--- config.mk ---
export PLATFORM = sky130hd
export DESIGN_NAME = quoted_word_tokenizer
export DESIGN_NICKNAME = d
export VERILOG_FILES = /design/src/design/qwt_pkg.sv /design/src/design/qwt_core.sv /design/src/design/quoted_word_tokenizer.sv
export VERILOG_INCLUDE_DIRS = /design/src /design/src/design
export SDC_FILE = /design/constraint.sdc
export NUM_CORES = 1
export LEC_CHECK = 0
export ABC_AREA = 0
export ABC_CLOCK_PERIOD_IN_PS = 2900
export BUFFER_PORTS_ARGS = -buffer_cell sky130_fd_sc_hd__buf_2
export CELL_PAD_IN_SITES_DETAIL_PLACEMENT = 0
export CELL_PAD_IN_SITES_GLOBAL_PLACEMENT = 1
export CORE_ASPECT_RATIO = 1.25
export CORE_MARGIN = 4
export CORE_UTILIZATION = 44
export DETAILED_ROUTE_END_ITERATION = 16
export GPL_TIMING_DRIVEN = 1
export MAX_ROUTING_LAYER = met4
export PLACE_DENSITY = 0.76
export SETUP_SLACK_MARGIN = 0.3
export SYNTH_ARGS = -nofsm -noshare
export SYNTH_HDL_FRONTEND = slang
export SYNTH_SLANG_ARGS = --single-unit
--- constraint.sdc ---
create_clock -name clk_i -period 2.9 [get_ports clk_i]
set_input_delay 0.87 -clock clk_i [delete_from_list [all_inputs] [get_ports clk_i]]
set_output_delay 0.87 -clock clk_i [all_outputs]
set_load 0.01 [all_outputs]
--- src/design/quoted_word_tokenizer_defines.svh ---
// ----------------------------------------------------------------------------
// Quoted word tokenizer assertion macros
// Shared assertion helpers, sampled on clk_i and disabled during reset.
// ----------------------------------------------------------------------------
`ifndef QUOTED_WORD_TOKENIZER_DEFINES_SVH
`define QUOTED_WORD_TOKENIZER_DEFINES_SVH

// Checks that a property holds at every clock edge outside reset.
`define QWT_ASSERT(name, prop) \
  name: assert property (@(posedge clk_i) disable iff (!rst_ni) (prop)) \
    else $error("tokenizer check failed");

// Checks that a condition never occurs outside reset.
`define QWT_ASSERT_NEVER(name, cond) \
  name: assert property (@(posedge clk_i) disable iff (!rst_ni) !(cond)) \
    else $error("tokenizer forbidden condition seen");

`endif

--- src/design/qwt_pkg.sv ---
`timescale 1ns / 1ps
`default_nettype none
// ----------------------------------------------------------------------------
// Quoted word tokenizer package
// Character codes, register constants and the types shared by the tokenizer.
// ----------------------------------------------------------------------------
package qwt_pkg;

  localparam int unsigned CFG_W = 9;
  localparam int unsigned CFG_RESET = 256;

  localparam logic [7:0] CH_NUL  = 8'h00;
  localparam logic [7:0] CH_HT   = 8'h09;
  localparam logic [7:0] CH_LF   = 8'h0A;
  localparam logic [7:0] CH_FF   = 8'h0C;
  localparam logic [7:0] CH_CR   = 8'h0D;
  localparam logic [7:0] CH_SP   = 8'h20;
  localparam logic [7:0] CH_DQ   = 8'h22;
  localparam logic [7:0] CH_HASH = 8'h23;

  typedef enum logic {
    KIND_DATA = 1'b0,
    KIND_END  = 1'b1
  } qwt_kind_e;

  typedef struct packed {
    logic in_quoted;
    logic word_active;
    logic quote_pending;
    logic skip_rest;
  } qwt_flags_t;

  typedef struct packed {
    logic [7:0] out_byte;
    logic       is_word_byte;
    logic       starts_word;
    logic       closed_word;
    logic       line_ended;
  } qwt_result_t;

endpackage
`default_nettype wire

--- src/design/qwt_core.sv ---
`timescale 1ns / 1ps
`default_nettype none
// ----------------------------------------------------------------------------
// Quoted word tokenizer step logic
// Classifies one item against the current line state and gives the next
// state together with the result for that item.
// ----------------------------------------------------------------------------
module qwt_core #(
  parameter int unsigned LB_W = 9
) (
  input  qwt_pkg::qwt_kind_e  kind_i,
  input  logic [7:0]          data_byte_i,
  input  qwt_pkg::qwt_flags_t flags_i,
  input  logic [LB_W-1:0]     line_bytes_i,
  input  logic [LB_W-1:0]     limit_i,
  output qwt_pkg::qwt_flags_t flags_o,
  output logic [LB_W-1:0]     line_bytes_o,
  output qwt_pkg::qwt_result_t result_o
);
  import qwt_pkg::*;

  logic            quoted;
  logic            escaped;
  logic [LB_W-1:0] count;

  always_comb begin
    flags_o      = flags_i;
    line_bytes_o = line_bytes_i;
    result_o     = '0;
    quoted       = flags_i.in_quoted;
    escaped      = 1'b0;
    count        = line_bytes_i + LB_W'(1);

    if (kind_i == KIND_END) begin
      result_o.closed_word = flags_i.word_active;
      result_o.line_ended  = (line_bytes_i != '0);
      flags_o              = '0;
      line_bytes_o         = '0;
    end else if (data_byte_i == CH_CR || data_byte_i == CH_LF || data_byte_i == CH_FF) begin
      result_o.out_byte    = data_byte_i;
      result_o.closed_word = flags_i.word_active;
      result_o.line_ended  = 1'b1;
      flags_o              = '0;
      line_bytes_o         = '0;
    end else begin
      result_o.out_byte = data_byte_i;
      line_bytes_o      = count;
      if (!flags_i.skip_rest) begin
        if (flags_i.quote_pending) begin
          flags_o.quote_pending = 1'b0;
          if (data_byte_i == CH_DQ) begin
            escaped = 1'b1;
          end else begin
            quoted = !flags_i.in_quoted;
          end
        end
        flags_o.in_quoted = quoted;
        if (escaped) begin
          result_o.is_word_byte = 1'b1;
        end else if (data_byte_i == CH_NUL || (data_byte_i == CH_HASH && !quoted)) begin
          result_o.closed_word = flags_i.word_active;
          flags_o.word_active  = 1'b0;
          flags_o.skip_rest    = 1'b1;
        end else if ((data_byte_i == CH_SP || data_byte_i == CH_HT) && !quoted) begin
          result_o.closed_word = flags_i.word_active;
          flags_o.word_active  = 1'b0;
        end else begin
          result_o.starts_word  = !flags_i.word_active;
          flags_o.word_active   = 1'b1;
          result_o.is_word_byte = 1'b1;
          if (data_byte_i == CH_DQ) begin
            flags_o.quote_pending = 1'b1;
          end
        end
      end
      if (count >= limit_i) begin
        result_o.line_ended = 1'b1;
        flags_o             = '0;
        line_bytes_o        = '0;
      end
    end
  end

endmodule
`default_nettype wire

--- src/design/quoted_word_tokenizer.sv ---
`timescale 1ns / 1ps
`default_nettype none
// ----------------------------------------------------------------------------
// Quoted word tokenizer
// Splits a byte stream into lines and words, one result beat per input beat.
// ----------------------------------------------------------------------------
// The block takes one beat per clock cycle unless the output is stalled and
// gives one result beat for each, passing it from the input register through
// the step logic into the output register, which also holds the line state.
// The line length limit is taken from the configuration register, with zero
// treated as one and values above LINE_LIMIT treated as LINE_LIMIT.
// Configuration writes are always ready and take effect on the next beat.
`include "quoted_word_tokenizer_defines.svh"

module quoted_word_tokenizer #(
  parameter int unsigned LINE_LIMIT = 256
) (
  input  logic                     clk_i,
  input  logic                     rst_ni,
  input  logic                     cfg_valid_i,
  output logic                     cfg_ready_o,
  input  logic [qwt_pkg::CFG_W-1:0] cfg_data_i,
  input  logic                     s_axis_tvalid,
  output logic                     s_axis_tready,
  input  logic [7:0]               s_axis_tdata,   // data_byte
  input  logic                     s_axis_tuser,   // kind
  output logic                     m_axis_tvalid,
  input  logic                     m_axis_tready,
  output logic [7:0]               m_axis_tdata,   // out_byte
  output logic [2:0]               m_axis_tuser,   // is_word_byte, starts_word, closed_word
  output logic                     m_axis_tlast    // line_ended
);
  import qwt_pkg::*;

  localparam int unsigned LB_W = $clog2(LINE_LIMIT + 1);
  localparam int unsigned CMP_W = (LB_W > CFG_W) ? LB_W : CFG_W;
  localparam int unsigned RESET_LIMIT = (CFG_RESET > LINE_LIMIT) ? LINE_LIMIT : CFG_RESET;

  logic            in_valid_q;
  qwt_kind_e       in_kind_q;
  logic [7:0]      in_byte_q;
  logic            out_valid_q;
  qwt_result_t     out_q;
  qwt_flags_t      flags_q;
  qwt_flags_t      flags_d;
  logic [LB_W-1:0] line_bytes_q;
  logic [LB_W-1:0] line_bytes_d;
  logic [LB_W-1:0] limit_q;
  logic [LB_W-1:0] limit_d;
  qwt_result_t     result;
  logic            advance;
  logic            step;

  assign cfg_ready_o   = 1'b1;
  assign advance       = !out_valid_q || m_axis_tready;
  assign step          = in_valid_q && advance;
  assign s_axis_tready = !in_valid_q || advance;

  always_comb begin
    if (cfg_data_i == '0) begin
      limit_d = LB_W'(1);
    end else if (CMP_W'(cfg_data_i) > CMP_W'(LINE_LIMIT)) begin
      limit_d = LB_W'(LINE_LIMIT);
    end else begin
      limit_d = LB_W'(cfg_data_i);
    end
  end

  always_ff @(posedge clk_i or negedge rst_ni) begin
    if (!rst_ni) begin
      limit_q <= LB_W'(RESET_LIMIT);
    end else if (cfg_valid_i && cfg_ready_o) begin
      limit_q <= limit_d;
    end
  end

  always_ff @(posedge clk_i or negedge rst_ni) begin
    if (!rst_ni) begin
      in_valid_q <= 1'b0;
    end else if (s_axis_tready) begin
      in_valid_q <= s_axis_tvalid;
    end
  end

  always_ff @(posedge clk_i) begin
    if (s_axis_tvalid && s_axis_tready) begin
      in_kind_q <= qwt_kind_e'(s_axis_tuser);
      in_byte_q <= s_axis_tdata;
    end
  end

  qwt_core #(
    .LB_W (LB_W)
  ) u_core (
    .kind_i       (in_kind_q),
    .data_byte_i  (in_byte_q),
    .flags_i      (flags_q),
    .line_bytes_i (line_bytes_q),
    .limit_i      (limit_q),
    .flags_o      (flags_d),
    .line_bytes_o (line_bytes_d),
    .result_o     (result)
  );

  always_ff @(posedge clk_i or negedge rst_ni) begin
    if (!rst_ni) begin
      flags_q      <= '0;
      line_bytes_q <= '0;
      out_valid_q  <= 1'b0;
    end else if (advance) begin
      out_valid_q <= in_valid_q;
      if (in_valid_q) begin
        flags_q      <= flags_d;
        line_bytes_q <= line_bytes_d;
      end
    end
  end

  always_ff @(posedge clk_i) begin
    if (step) begin
      out_q <= result;
    end
  end

  assign m_axis_tvalid   = out_valid_q;
  assign m_axis_tdata    = out_q.out_byte;
  assign m_axis_tuser[0] = out_q.is_word_byte;
  assign m_axis_tuser[1] = out_q.starts_word;
  assign m_axis_tuser[2] = out_q.closed_word;
  assign m_axis_tlast    = out_q.line_ended;

  `QWT_ASSERT(a_line_within_limit, line_bytes_q < LB_W'(LINE_LIMIT))
  `QWT_ASSERT(a_start_is_word, !m_axis_tvalid || !m_axis_tuser[1] || m_axis_tuser[0])
  `QWT_ASSERT_NEVER(a_start_and_close, m_axis_tvalid && m_axis_tuser[1] && m_axis_tuser[2])
  `QWT_ASSERT(a_line_end_clears, (step && result.line_ended) |=>
    (line_bytes_q == '0 && flags_q == '0))

endmodule
`default_nettype wire
==> metrics.txt <==
Die W=73.8 um; CTS tree=yes; arrival time worst endpoint=2480 ps; DP Worst Slack=186 ps; Bufs on Longest Clock Path=2; #FFs+latches synth=45; # hold bufs at CTS=0; area delta synth->final=21.3%; Final Critical Period=2440 ps; ant diodes=0; Synth async-reset ratio=a little over half; worst hold slack=493 ps; Ys Warns=0; Seq/Total Area, Yosys=between 50% and 60%; Gate Count Post-Synth=225; Die Area=around 6700 sq um; Finished Core Util=56.1%; Final #Nets=308; hold path depth=1; Routed WL=5050 um; Via density=5.40; Max Fanout on Critical Path=5; Sum Neg Setup Slack=0 ps; reg2reg path depth=10; vias in the first global route=1,645; antenna viol nets, final=0; Final setup viols=0; TritonCTS Buffers=5; CP Data Required Time=2940 ps; gr ovfl total=0; leakage=0.00123 uW; die height=90.3 um; CP Capture Type=flip-flop; VDD IR-drop max=between 300 and 400 uV; DP HPWL=3670 um; Vias=about 1,800; Final Cycle Share=approximately 84%; H-tree depth=2; Final Hold Viols=0; clk_skew=4.94 ps; Worst Hold Class=reg2reg; row count=29; Rel. slew slack=between 60 and 70%; Post-Syn Nets=between 200 and 300; unrepaired setup endpoints after global routing=false; PwrDens=532 nW/um^2; Pre-Repair DR Iteration Count=4; Max Fclk=410 MHz; routability cong.=0.803; 1st-iter DRT viols=120; ys flop type=dfrtp_1; Clk Latency, worst-skew pair=about 300 ps; Max Cap Violations=0; core area=5150 sq um; Ports=38; syn_area_per_cell=approximately 11 sq um; DR WL/cell=15.0 um; outcome=completed; detailed-route DRC error count=0; Syn Std Cell Area=2380 sq um; synth unique cells=49; clk sinks=45; largest net degree at the start of global routing=25; Final Max Slew Viols=0; Worst-Margin Slew=568 ps; final worst setup slack=approximately 460 ps; worst setup path class=reg2reg; Setup crit start kind=flip-flop; Post-synth EDFFs=21; fraction of final layout cells sized beyond drive strength 1=between 20 and 30%; clk root buf=clkbuf_8; initial antenna violation count=0; clock slew seen by the registers of the worst setup and hold paths=80 ps; Initial Util=46.2%; PortBufs=36; first-pass GRT wire length=8220 um; Tot GR Track Use=between 15 and 20%
==> report_power, final <==
group          switching, uW  internal, uW
sequential              39.0           728
combinational            170           138
clock                    210           254
total                    419          1120
==> critical path, stage by stage, from the launching register on <==
cell       delay [ps]
dfrtp_1           360
and3_4            220
nand3_4           110
nor2_4            110
xor2_2            170
ha_1              270
a21o_1            210
a2111oi_4         310
buf_4             170
and2_2            190
a31oi_1            60
==> layer usage <==
metal	GRT usage [%]	vias up	part of all wire, %
li1	-	911	-
met3	3.56	7	4.8
met2	22.9	44	49
met4	4.98	0	1.3
met1	23.0	858	45
met5	-	-	0
==> cell usage in the layout (no fill, tap or decap), drive strengths merged, types with 2 or more instances in the layout <==
cell type	n
o21ai	14
nor4	3
edfxtp	21
nand3b	9
a2111oi	2
a31oi	5
a32o	2
nor2	12
nor3	6
clkbuf	5
dfrtp	23
o22ai	2
xnor2	5
a21oi	10
a21o	3
xor2	3
ha	11
a31o	4
and2	5
nand3	11
nor2b	9
and3	3
nand2b	3
nand2	14
buf	51
nand4	2
inv	17
==> cells in the mapped netlist, types with 4 or more instances <==
| cell type | instances | area (sq um) |
|---|---|---|
| clkbuf_1 | 7 | 26.3 |
| nor2b_1 | 9 | 56.3 |
| nor2_1 | 12 | 45.0 |
| inv_1 | 17 | 63.8 |
| dfrtp_1 | 23 | 576 |
| nor3_1 | 6 | 30.0 |
| o21ai_0 | 14 | 70.1 |
| ha_1 | 11 | 138 |
| nand3_1 | 10 | 50.1 |
| edfxtp_1 | 21 | 631 |
| a31o_2 | 4 | 35.0 |
| a21oi_1 | 9 | 45.0 |
| nand3b_1 | 9 | 67.6 |
| xnor2_1 | 5 | 43.8 |
| and2_1 | 4 | 25.0 |
| nand2_1 | 14 | 52.6 |
| a31oi_1 | 5 | 31.3 |
==> flip-flops by register name, summed over array words and instances (netlist names) <==
name,count
limit_q,9
line_bytes_q,9
in_byte_q,8
m_axis_tdata,8
flags_q,4
m_axis_tuser,3
in_kind_q,1
in_valid_q,1
m_axis_tlast,1
m_axis_tvalid,1
==> path summary, 6_finish.rpt <==
check | startpoint | end | slack (ps)
setup / recovery | line_bytes_q[3]$_DFFE_PN0P_ | m_axis_tlast$_DFFE_PP_ | 460
hold / removal | in_valid_q$_DFFE_PN0N_ | m_axis_tvalid$_DFFE_PN0P_ | 490
setup reg to reg | line_bytes_q[3]$_DFFE_PN0P_ | m_axis_tlast$_DFFE_PP_ | 460
hold reg to reg | in_valid_q$_DFFE_PN0N_ | m_axis_tvalid$_DFFE_PN0P_ | 490
max in group asynchronous | rst_ni | line_bytes_q[1]$_DFFE_PN0P_ | 1940
min in group asynchronous | rst_ni | limit_q[2]$_DFFE_PN0P_ | 560
==> kinds of logic after synthesis <==
family	count (synthesis)	share of synthesized area (%)
fa+ha+maj	11	5.78
buf+inv	26	4.57
other cells	1	0.157
mux	1	0.473
simple gates	83	19.5
xor+xnor	8	2.94
flops	45	51.7
compound gates	50	14.8
==> per-stage QoR <==
step	total power, uW	cells	area (sq um)
6_report	1540	337	2890
5_1_grt	1630	337	2890
4_1_cts	1510	332	2780
3_5_place_dp	1040	320	2640
3_3_place_gp	1040	320	2640
2_1_floorplan	938	225	2380
==> timing repair <==
| item | in CTS | in global routing |
|---|---|---|
| pin swaps | 3 | 6 |
| endpoints found under the setup margin | 13 | 14 |
| gates resized for setup | 2 | 13 |
| buffers inserted | 4 | 5 |
==> area by class of cell <==
type,count,area [sq um]
well taps,62,77.6
flip-flops and latches,45,1230
inverters,17,63.8
fillers,482,2260
repair buffers,51,293
multi-input cells,154,1110
clock inverters,3,41.3
clock buffers,5,68.8
(Power assumes the default switching activity.)
